## src/hdl/pacull_pkg.sv

```systemverilog
// Shared types, constants and helpers for primitive assembly with near-plane cull.
`timescale 1ns / 1ps
`default_nettype none

package pacull_pkg;

  // Width of the vertex id fields on the ports
  localparam int unsigned VidW = 16;
  // Default number of vertex id bits kept in the assembly state
  localparam int unsigned VertexIdBitsDef = 16;
  // Depth of the queue between front and back
  localparam int unsigned QDepth = 4;

  typedef enum logic [0:0] {
    OpVertex = 1'b0,
    OpEnd    = 1'b1
  } op_e;

  typedef enum logic [2:0] {
    ModePoints   = 3'd0,
    ModeLines    = 3'd1,
    ModeStrip    = 3'd2,
    ModeLoop     = 3'd3,
    ModeTris     = 3'd4,
    ModeTriStrip = 3'd5,
    ModeFan      = 3'd6,
    ModeQuads    = 3'd7
  } prim_mode_e;

  typedef enum logic [1:0] {
    KindPoint = 2'd0,
    KindLine  = 2'd1,
    KindTri   = 2'd2
  } prim_kind_e;

  typedef enum logic [1:0] {
    ClsDraw    = 2'd0,
    ClsClip    = 2'd1,
    ClsDiscard = 2'd2
  } clip_class_e;

  // One queue entry: a single primitive, or a quad split into (a,b,c) and (a,c,d)
  typedef struct packed {
    prim_kind_e        kind;
    logic              pair;
    logic [VidW-1:0]   va;
    logic [VidW-1:0]   vb;
    logic [VidW-1:0]   vc;
    logic [VidW-1:0]   vd;
    clip_class_e       cls0;
    clip_class_e       cls1;
  } prim_job_t;

  function automatic clip_class_e clip_of(input logic [1:0] fronts, input logic [1:0] total);
    clip_class_e cls;
    if (fronts == total) begin
      cls = ClsDraw;
    end else if (fronts == 2'd0) begin
      cls = ClsDiscard;
    end else begin
      cls = ClsClip;
    end
    return cls;
  endfunction

endpackage

`default_nettype wire

```

## src/hdl/pacull_front.sv

```systemverilog
// Front part: takes vertex words, tracks batch state and builds primitive jobs.
`timescale 1ns / 1ps
`default_nettype none

module pacull_front #(
  parameter int unsigned VERTEX_ID_BITS = pacull_pkg::VertexIdBitsDef
) (
  input  wire logic                        clk_i,
  input  wire logic                        rst_ni,
  input  wire logic                        cfg_we_i,
  input  wire logic [2:0]                  cfg_wdata_i,
  input  wire logic                        in_valid_i,
  input  wire logic                        operation_i,
  input  wire logic [pacull_pkg::VidW-1:0] vertex_id_i,
  input  wire logic                        in_front_i,
  input  wire logic                        q_full_i,
  output logic                             in_stall_o,
  output logic                             push_o,
  output pacull_pkg::prim_job_t            job_o
);

  localparam int unsigned IdW =
    (VERTEX_ID_BITS < pacull_pkg::VidW) ? VERTEX_ID_BITS : pacull_pkg::VidW;

  pacull_pkg::prim_mode_e mode_q, mode_d;
  logic [IdW-1:0] first_id_q, first_id_d;
  logic [IdW-1:0] prev_id_q, prev_id_d;
  logic [IdW-1:0] older_id_q, older_id_d;
  logic           first_fr_q, first_fr_d;
  logic           prev_fr_q, prev_fr_d;
  logic           older_fr_q, older_fr_d;
  logic [1:0]     phase_q, phase_d;
  logic [1:0]     seen_q, seen_d;
  logic           parity_q, parity_d;

  logic           accept;
  logic [IdW-1:0] nv_id;
  logic           nv_fr;

  assign in_stall_o = q_full_i;
  assign accept     = in_valid_i && !q_full_i;
  assign nv_id      = vertex_id_i[IdW-1:0];
  assign nv_fr      = in_front_i;

  always_comb begin
    mode_d     = mode_q;
    first_id_d = first_id_q;
    prev_id_d  = prev_id_q;
    older_id_d = older_id_q;
    first_fr_d = first_fr_q;
    prev_fr_d  = prev_fr_q;
    older_fr_d = older_fr_q;
    phase_d    = phase_q;
    seen_d     = seen_q;
    parity_d   = parity_q;
    push_o     = 1'b0;
    job_o      = '0;
    job_o.kind = pacull_pkg::KindTri;

    if (accept) begin
      if (operation_i == pacull_pkg::OpEnd) begin
        if (mode_q == pacull_pkg::ModeLoop && seen_q == 2'd3) begin
          push_o     = 1'b1;
          job_o.kind = pacull_pkg::KindLine;
          job_o.va   = pacull_pkg::VidW'(prev_id_q);
          job_o.vb   = pacull_pkg::VidW'(first_id_q);
          job_o.cls0 = pacull_pkg::clip_of(2'(prev_fr_q) + 2'(first_fr_q), 2'd2);
        end
        first_id_d = '0;
        prev_id_d  = '0;
        older_id_d = '0;
        first_fr_d = 1'b0;
        prev_fr_d  = 1'b0;
        older_fr_d = 1'b0;
        phase_d    = '0;
        seen_d     = '0;
        parity_d   = 1'b0;
      end else begin
        if (seen_q == 2'd0) begin
          first_id_d = nv_id;
          first_fr_d = nv_fr;
        end
        case (mode_q)
          pacull_pkg::ModePoints: begin
            push_o     = 1'b1;
            job_o.kind = pacull_pkg::KindPoint;
            job_o.va   = pacull_pkg::VidW'(nv_id);
            job_o.cls0 = pacull_pkg::clip_of(2'(nv_fr), 2'd1);
          end
          pacull_pkg::ModeLines: begin
            if (phase_q == 2'd1) begin
              push_o     = 1'b1;
              job_o.kind = pacull_pkg::KindLine;
              job_o.va   = pacull_pkg::VidW'(prev_id_q);
              job_o.vb   = pacull_pkg::VidW'(nv_id);
              job_o.cls0 = pacull_pkg::clip_of(2'(prev_fr_q) + 2'(nv_fr), 2'd2);
            end
            phase_d = (phase_q >= 2'd1) ? 2'd0 : phase_q + 2'd1;
          end
          pacull_pkg::ModeStrip, pacull_pkg::ModeLoop: begin
            if (seen_q >= 2'd1) begin
              push_o     = 1'b1;
              job_o.kind = pacull_pkg::KindLine;
              job_o.va   = pacull_pkg::VidW'(prev_id_q);
              job_o.vb   = pacull_pkg::VidW'(nv_id);
              job_o.cls0 = pacull_pkg::clip_of(2'(prev_fr_q) + 2'(nv_fr), 2'd2);
            end
          end
          pacull_pkg::ModeTris: begin
            if (phase_q == 2'd2) begin
              push_o     = 1'b1;
              job_o.va   = pacull_pkg::VidW'(older_id_q);
              job_o.vb   = pacull_pkg::VidW'(prev_id_q);
              job_o.vc   = pacull_pkg::VidW'(nv_id);
              job_o.cls0 = pacull_pkg::clip_of(
                2'(older_fr_q) + 2'(prev_fr_q) + 2'(nv_fr), 2'd3);
            end
            phase_d = (phase_q >= 2'd2) ? 2'd0 : phase_q + 2'd1;
          end
          pacull_pkg::ModeTriStrip: begin
            if (seen_q >= 2'd2) begin
              push_o     = 1'b1;
              // odd triangles swap their first two corners
              job_o.va   = pacull_pkg::VidW'(parity_q ? prev_id_q : older_id_q);
              job_o.vb   = pacull_pkg::VidW'(parity_q ? older_id_q : prev_id_q);
              job_o.vc   = pacull_pkg::VidW'(nv_id);
              job_o.cls0 = pacull_pkg::clip_of(
                2'(older_fr_q) + 2'(prev_fr_q) + 2'(nv_fr), 2'd3);
              parity_d   = !parity_q;
            end
          end
          pacull_pkg::ModeFan: begin
            if (seen_q >= 2'd2) begin
              push_o     = 1'b1;
              job_o.va   = pacull_pkg::VidW'(first_id_q);
              job_o.vb   = pacull_pkg::VidW'(prev_id_q);
              job_o.vc   = pacull_pkg::VidW'(nv_id);
              job_o.cls0 = pacull_pkg::clip_of(
                2'(first_fr_q) + 2'(prev_fr_q) + 2'(nv_fr), 2'd3);
            end
          end
          default: begin
            // quads: corner 0 latched at group start, two triangles on corner 3
            if (phase_q == 2'd0) begin
              first_id_d = nv_id;
              first_fr_d = nv_fr;
            end
            if (phase_q == 2'd3) begin
              push_o     = 1'b1;
              job_o.pair = 1'b1;
              job_o.va   = pacull_pkg::VidW'(first_id_q);
              job_o.vb   = pacull_pkg::VidW'(older_id_q);
              job_o.vc   = pacull_pkg::VidW'(prev_id_q);
              job_o.vd   = pacull_pkg::VidW'(nv_id);
              job_o.cls0 = pacull_pkg::clip_of(
                2'(first_fr_q) + 2'(older_fr_q) + 2'(prev_fr_q), 2'd3);
              job_o.cls1 = pacull_pkg::clip_of(
                2'(first_fr_q) + 2'(prev_fr_q) + 2'(nv_fr), 2'd3);
            end
            phase_d = phase_q + 2'd1;
          end
        endcase
        older_id_d = prev_id_q;
        older_fr_d = prev_fr_q;
        prev_id_d  = nv_id;
        prev_fr_d  = nv_fr;
        if (seen_q != 2'd3) begin
          seen_d = seen_q + 2'd1;
        end
      end
    end

    // mode write starts a fresh batch
    if (cfg_we_i) begin
      mode_d     = pacull_pkg::prim_mode_e'(cfg_wdata_i);
      first_id_d = '0;
      prev_id_d  = '0;
      older_id_d = '0;
      first_fr_d = 1'b0;
      prev_fr_d  = 1'b0;
      older_fr_d = 1'b0;
      phase_d    = '0;
      seen_d     = '0;
      parity_d   = 1'b0;
    end
  end

  always_ff @(posedge clk_i or negedge rst_ni) begin
    if (!rst_ni) begin
      mode_q     <= pacull_pkg::ModePoints;
      first_id_q <= '0;
      prev_id_q  <= '0;
      older_id_q <= '0;
      first_fr_q <= 1'b0;
      prev_fr_q  <= 1'b0;
      older_fr_q <= 1'b0;
      phase_q    <= '0;
      seen_q     <= '0;
      parity_q   <= 1'b0;
    end else begin
      mode_q     <= mode_d;
      first_id_q <= first_id_d;
      prev_id_q  <= prev_id_d;
      older_id_q <= older_id_d;
      first_fr_q <= first_fr_d;
      prev_fr_q  <= prev_fr_d;
      older_fr_q <= older_fr_d;
      phase_q    <= phase_d;
      seen_q     <= seen_d;
      parity_q   <= parity_d;
    end
  end

endmodule

`default_nettype wire

```

## src/hdl/pacull_queue.sv

```systemverilog
// Short job queue between the assembly front and the output back.
`timescale 1ns / 1ps
`default_nettype none

module pacull_queue (
  input  wire logic                  clk_i,
  input  wire logic                  rst_ni,
  input  wire logic                  push_i,
  input  wire pacull_pkg::prim_job_t job_i,
  input  wire logic                  pop_i,
  output logic                       full_o,
  output logic                       valid_o,
  output pacull_pkg::prim_job_t      job_o
);

  localparam int unsigned PtrW = $clog2(pacull_pkg::QDepth);
  localparam int unsigned CntW = PtrW + 1;

  pacull_pkg::prim_job_t entry_q [pacull_pkg::QDepth];
  logic [PtrW-1:0] wr_ptr_q, wr_ptr_d;
  logic [PtrW-1:0] rd_ptr_q, rd_ptr_d;
  logic [CntW-1:0] cnt_q, cnt_d;
  logic            do_push;
  logic            do_pop;

  assign full_o  = (cnt_q == CntW'(pacull_pkg::QDepth));
  assign valid_o = (cnt_q != '0);
  assign job_o   = entry_q[rd_ptr_q];
  assign do_push = push_i && !full_o;
  assign do_pop  = pop_i && valid_o;

  always_comb begin
    wr_ptr_d = do_push ? wr_ptr_q + PtrW'(1) : wr_ptr_q;
    rd_ptr_d = do_pop ? rd_ptr_q + PtrW'(1) : rd_ptr_q;
    cnt_d    = cnt_q;
    if (do_push && !do_pop) begin
      cnt_d = cnt_q + CntW'(1);
    end else if (do_pop && !do_push) begin
      cnt_d = cnt_q - CntW'(1);
    end
  end

  always_ff @(posedge clk_i) begin
    if (do_push) begin
      entry_q[wr_ptr_q] <= job_i;
    end
  end

  always_ff @(posedge clk_i or negedge rst_ni) begin
    if (!rst_ni) begin
      wr_ptr_q <= '0;
      rd_ptr_q <= '0;
      cnt_q    <= '0;
    end else begin
      wr_ptr_q <= wr_ptr_d;
      rd_ptr_q <= rd_ptr_d;
      cnt_q    <= cnt_d;
    end
  end

endmodule

`default_nettype wire

```

## src/hdl/pacull_back.sv

```systemverilog
// Back part: turns queued jobs into result words, splitting quads in two.
`timescale 1ns / 1ps
`default_nettype none

module pacull_back (
  input  wire logic                        clk_i,
  input  wire logic                        rst_ni,
  input  wire logic                        job_valid_i,
  input  wire pacull_pkg::prim_job_t       job_i,
  output logic                             pop_o,
  output logic                             out_valid_o,
  input  wire logic                        out_stall_i,
  output logic [1:0]                       prim_kind_o,
  output logic [pacull_pkg::VidW-1:0]      vert_a_o,
  output logic [pacull_pkg::VidW-1:0]      vert_b_o,
  output logic [pacull_pkg::VidW-1:0]      vert_c_o,
  output logic [1:0]                       clip_class_o,
  output logic                             last_o
);

  // high while the second triangle of a quad is on the port
  logic half_q, half_d;
  logic take;

  assign out_valid_o  = job_valid_i;
  assign take         = job_valid_i && !out_stall_i;
  assign last_o       = !job_i.pair || half_q;
  assign pop_o        = take && last_o;
  assign prim_kind_o  = job_i.kind;
  assign vert_a_o     = job_i.va;
  assign vert_b_o     = half_q ? job_i.vc : job_i.vb;
  assign vert_c_o     = half_q ? job_i.vd : job_i.vc;
  assign clip_class_o = half_q ? job_i.cls1 : job_i.cls0;

  always_comb begin
    half_d = half_q;
    if (take) begin
      half_d = job_i.pair && !half_q;
    end
  end

  always_ff @(posedge clk_i or negedge rst_ni) begin
    if (!rst_ni) begin
      half_q <= 1'b0;
    end else begin
      half_q <= half_d;
    end
  end

endmodule

`default_nettype wire

```

## src/hdl/primitive_assembly_near_cull.sv

```systemverilog
// Top level: primitive assembly with near-plane classification.
//
//  channel   dir  handshake                 word
//  cfg       in   cfg_we_i                  cfg_wdata_i (primitive mode)
//  in        in   in_valid_i / in_stall_o   operation, vertex_id, in_front
//  out       out  out_valid_o / out_stall_i prim_kind, vert_a/b/c, clip_class, last
//
// One input word per cycle while in_stall_o is low; the job queue registers each job.
// The back emits one word per unstalled cycle; a quad gives two words on its fourth vertex.
// A 4-entry job queue between front and back sets how long the output may stall
// before in_stall_o rises (queue full).
// Reset: mode points, batch state cleared, queue empty.
`timescale 1ns / 1ps
`default_nettype none

module primitive_assembly_near_cull #(
  parameter int unsigned VERTEX_ID_BITS = pacull_pkg::VertexIdBitsDef
) (
  input  wire logic                        clk_i,
  input  wire logic                        rst_ni,
  input  wire logic                        cfg_we_i,
  input  wire logic [2:0]                  cfg_wdata_i,
  input  wire logic                        in_valid_i,
  output logic                             in_stall_o,
  input  wire logic                        operation_i,
  input  wire logic [pacull_pkg::VidW-1:0] vertex_id_i,
  input  wire logic                        in_front_i,
  output logic                             out_valid_o,
  input  wire logic                        out_stall_i,
  output logic [1:0]                       prim_kind_o,
  output logic [pacull_pkg::VidW-1:0]      vert_a_o,
  output logic [pacull_pkg::VidW-1:0]      vert_b_o,
  output logic [pacull_pkg::VidW-1:0]      vert_c_o,
  output logic [1:0]                       clip_class_o,
  output logic                             last_o
);

  pacull_pkg::prim_job_t push_job;
  pacull_pkg::prim_job_t head_job;
  logic                  push;
  logic                  q_full;
  logic                  head_valid;
  logic                  pop;

  pacull_front #(
    .VERTEX_ID_BITS(VERTEX_ID_BITS)
  ) u_front (
    .clk_i       (clk_i),
    .rst_ni      (rst_ni),
    .cfg_we_i    (cfg_we_i),
    .cfg_wdata_i (cfg_wdata_i),
    .in_valid_i  (in_valid_i),
    .operation_i (operation_i),
    .vertex_id_i (vertex_id_i),
    .in_front_i  (in_front_i),
    .q_full_i    (q_full),
    .in_stall_o  (in_stall_o),
    .push_o      (push),
    .job_o       (push_job)
  );

  pacull_queue u_queue (
    .clk_i   (clk_i),
    .rst_ni  (rst_ni),
    .push_i  (push),
    .job_i   (push_job),
    .pop_i   (pop),
    .full_o  (q_full),
    .valid_o (head_valid),
    .job_o   (head_job)
  );

  pacull_back u_back (
    .clk_i        (clk_i),
    .rst_ni       (rst_ni),
    .job_valid_i  (head_valid),
    .job_i        (head_job),
    .pop_o        (pop),
    .out_valid_o  (out_valid_o),
    .out_stall_i  (out_stall_i),
    .prim_kind_o  (prim_kind_o),
    .vert_a_o     (vert_a_o),
    .vert_b_o     (vert_b_o),
    .vert_c_o     (vert_c_o),
    .clip_class_o (clip_class_o),
    .last_o       (last_o)
  );

endmodule

`default_nettype wire

```

## config.mk

```make
export PLATFORM = sky130hd
export DESIGN_NAME = primitive_assembly_near_cull
export DESIGN_NICKNAME = d
export VERILOG_FILES = /design/src/hdl/pacull_pkg.sv /design/src/hdl/pacull_front.sv /design/src/hdl/pacull_queue.sv /design/src/hdl/pacull_back.sv /design/src/hdl/primitive_assembly_near_cull.sv
export SDC_FILE = /design/constraint.sdc
export NUM_CORES = 1
export LEC_CHECK = 0
export BUFFER_PORTS_ARGS = -buffer_cell sky130_fd_sc_hd__buf_2
export CAP_MARGIN = 40
export CORE_AREA = 4 4 254 256
export DETAILED_ROUTE_END_ITERATION = 12
export DIE_AREA = 0 0 258 260
export PLACE_DENSITY = 0.43
export SYNTH_ARGS = -nofsm -noshare
export SYNTH_HDL_FRONTEND = slang
export SYNTH_SLANG_ARGS = --single-unit
```

## constraint.sdc

```tcl
create_clock -name clk_i -period 4.4 [get_ports clk_i]
set_input_delay 0.22 -clock clk_i [delete_from_list [all_inputs] [get_ports clk_i]]
set_output_delay 0.22 -clock clk_i [all_outputs]
set_load 0.01 [all_outputs]
```

==> results.cfg <==
[status]
status = completed

[place]
numPortBuffers = 80
gp_congestion = 0.7411
hpwlAfterDp_mm = 25.16

[global_route]
grt_pass1_vias = 9216
grt_pass1_wl_mm = 63.14
grt-ovfl-total = 0
grtUsageTotal = 0.1244
grt_max_degree = 46
antenna_found_initial = 2

[synth]
synthAdderAreaFrac = 0.02066
ys_warn_count = 0
synth_compound_area_frac = 0.1091
synthCells = 889
synth-seq-cells = 351
seq_area_frac_synth = 0.6634
synth.area.mux_share = 0.1341
synthSimpleGateAreaFrac = 0.04368
synth_xor_area_frac = 0.004555
syn_area_mm2 = 0.01538
avgSynthCellArea_um2 = 17.30
synth_ff_type = edfxtp_1
synth-edff-count = 284
synth_fp_nets = 938
ys_types = 58
synthArstFlopShare = 0.1909
synth_top_family_by_area = multiplexers

[clocking]
tritoncts = yes
clock_latency_ns = 0.57
path_clk_slew_ns = 0.06
h-tree-depth = 2
ctsResizeCount = 0
cts_buffers = 41
cts.sinks = 351
root_buffer = clkbuf_16
clock_path_buffers = 3
cts_setup_buffers = 0

[timing]
fin_crit_sh = 0.7151
hold_ws_ns = 0.02191
hold_viol_final = 0
max_freq_mhz = 317.8
rsz0062_at_grt = no
setup_viol = 0
fin_worst_skew_ns = 0.02967
worst_slew_pin_slew_ns = 0.7917
slew-limit-headroom = 0.4722
min_period_ns = 3.147
tns_ns = 0
maxSlewViolCount = 0

[drt]
first_iter_violations = 697
ant_nets = 0
vias = 8683
dr.pass1.iters = 4
post_drt_wl_per_cell_um = 22.45
routed_wl_mm = 41.89
drt-vias-per-instance = 4.653
drc_errors = 0

[pwr]
ir_worst_vdd_mv = 0.3439
p_leak_nw = 6.491
power_density_mw_per_mm2 = 557.2

[floorplan]
floorplan.io_pins = 81
core_region_area_mm2 = 0.06250
die_h_um = 260
die_w_um = 258
core.rowCount = 92
initial_core_util = 0.2461
dieArea_mm2 = 0.06708

[worst_setup_path]
cp_slowest_cell = dfrtp_1
start_kind = flop
cp_top_family = flip-flops
crit_fanout = 39
max_stage_delay_ns = 0.82
crit_chain = xnor2_1, nor2_1, o21ai_1, a311oi_4, and2_4, buf_12
critPathCaptureType = flop
critPathKind = flop to flop
worstPathRequired_ns = 4.63
crit_arrival_ns = 3.38
worst-path-buf-inv = 1

[job]
maxCapViolCount = 0

[final_layout]
synthToLayoutAreaGrowth_pct = 19.47
num-fill-cells = 6189
final_nets = 1036
final_layout_size_suffix_gt1_frac = 0.3140
register_area_mm2 = 0.01021
multi_input_area_mm2 = 0.004826

[worst_hold_path]
min_path_type = input port to flop
logic make-up (layout without fill, tap and decap cells):
| kind of cell | Yosys count | count (layout) |
|---|---|---|
| flip-flops | 351 | 351 |
| AO/OA/AOI/OAI | 203 | 203 |
| AND/OR/NAND/NOR | 113 | 113 |
| multiplexers | 112 | 112 |
| buffers and inverters | 79 | 209 |
| adder cells (fa/ha/maj) | 23 | 23 |
| XOR/XNOR | 8 | 8 |
| other | 0 | 1 |
per-layer routing:
layer / track usage / up-vias / part of all wire
li1: - / 3857 / -
met1: 0.1777 / 4544 / 0.47
met2: 0.1936 / 220 / 0.46
met3: 0.02620 / 62 / 0.045
met4: 0.03195 / 0 / 0.020
met5: 0 / - / 0
layout by cell type, fill, tap and decap left out, types with 5 or more instances in the layout:
cell type / Yosys / routed
and2_1: 23 / 19
a221oi_1: 24 / 24
a221o_1: 18 / 18
edfxtp_1: 284 / 284
mux4_2: 71 / 71
ha_1: 19 / 19
nand2_1: 25 / 25
dlygate4sd3_1: 0 / 16
clkbuf_16: 0 / 42
nand2b_1: 7 / 6
buf_2: 26 / 80
nor2_1: 13 / 12
a211oi_1: 16 / 16
clkbuf_1: 30 / 8
a22o_1: 66 / 66
xnor2_1: 6 / 6
dfrtp_1: 67 / 64
nor3_1: 15 / 15
inv_1: 13 / 13
a221oi_2: 10 / 10
mux2_2: 39 / 39
and2_4: 1 / 5
clkinv_2: 0 / 7
a21oi_1: 40 / 39
nor3_2: 10 / 9
buf_12: 0 / 5
o21ai_0: 8 / 8
buf_4: 5 / 15
bufinv_16: 0 / 5
registers in the layout (all words and copies together) (netlist names):
name	flops
u_front.seen_q	2
u_front.first_fr_q	1
u_front.first_id_q	16
u_front.prev_fr_q	1
u_front.mode_q	3
u_front.phase_q	2
u_queue.rd_ptr_q	2
u_queue.cnt_q	3
u_back.half_q	1
u_front.parity_q	1
u_queue.entry_q	284
u_front.older_fr_q	1
u_queue.wr_ptr_q	2
u_front.prev_id_q	16
u_front.older_id_q	16
power breakdown:
group          internal (mW)  switching [mW]
Sequential              3.84           0.152
Clock                   2.11            1.39
Combinational           1.22            1.54
Yosys cell counts, drive strengths merged, types with 4 or more instances:
| master | count | share of area |
|---|---|---|
| fa | 4 | 0.0052 |
| dfrtp | 67 | 0.11 |
| mux4 | 71 | 0.10 |
| a211oi | 16 | 0.0078 |
| a21oi | 41 | 0.014 |
| o21ai | 11 | 0.0036 |
| a221oi | 34 | 0.023 |
| clkbuf | 30 | 0.0073 |
| nor3 | 26 | 0.012 |
| nand2b | 7 | 0.0028 |
| xnor2 | 6 | 0.0034 |
| a22o | 66 | 0.038 |
| inv | 13 | 0.0032 |
| edfxtp | 284 | 0.55 |
| and2 | 24 | 0.0099 |
| nor2 | 14 | 0.0036 |
| nand2 | 25 | 0.0061 |
| mux2 | 40 | 0.030 |
| a221o | 18 | 0.012 |
| nor3b | 4 | 0.0023 |
| ha | 19 | 0.015 |
| buf | 36 | 0.014 |
cell type report:
type | instances | share of cell area
Sequential cell | 351 | 0.5557
Multi-Input combinational cell | 459 | 0.2626
Clock buffer | 53 | 0.06107
Tap cell | 846 | 0.05759
Timing Repair Buffer | 121 | 0.04575
Clock inverter | 22 | 0.01450
Inverter | 13 | 0.002655
Antenna cell | 1 | 0.0001362
path summary, 6_finish.rpt:
check,start,endpoint,slack [ns],cells past startpoint
worst min register to register,u_queue.cnt_q[2],u_queue.cnt_q[2],0.49,1
max in group asynchronous,rst_ni,u_queue.rd_ptr_q[1],2.97,3
worst min-delay path,vertex_id_i[14],u_front.prev_id_q[14],0.02,2
worst max-delay path,u_front.mode_q[0],u_queue.entry_q[3][68],1.25,6
worst max register to register,u_front.mode_q[0],u_queue.entry_q[3][68],1.25,6
min in group asynchronous,rst_ni,u_front.first_id_q[6],0.28,2
through the flow:
step                      cells  setup WS [ns]  total power, mW    util  area, um2
after global routing       1865          1.023            10.80  0.2940      18380
after global placement     1769          1.261            6.902  0.2681      16760
after floorplan             889         0.7773            5.805       -      15380
after detailed placement   1774          1.229            6.902  0.2692      16830
after CTS                  1865          1.224            10.46  0.2940      18380
final                      1866          1.253            10.24  0.2940      18380
what timing repair did:
item                                   in CTS  in global routing
hold buffers                               16                  0
setup endpoints to repair                   0                  0
endpoints found under the hold margin      51                  0
(Power assumes the default switching activity.)
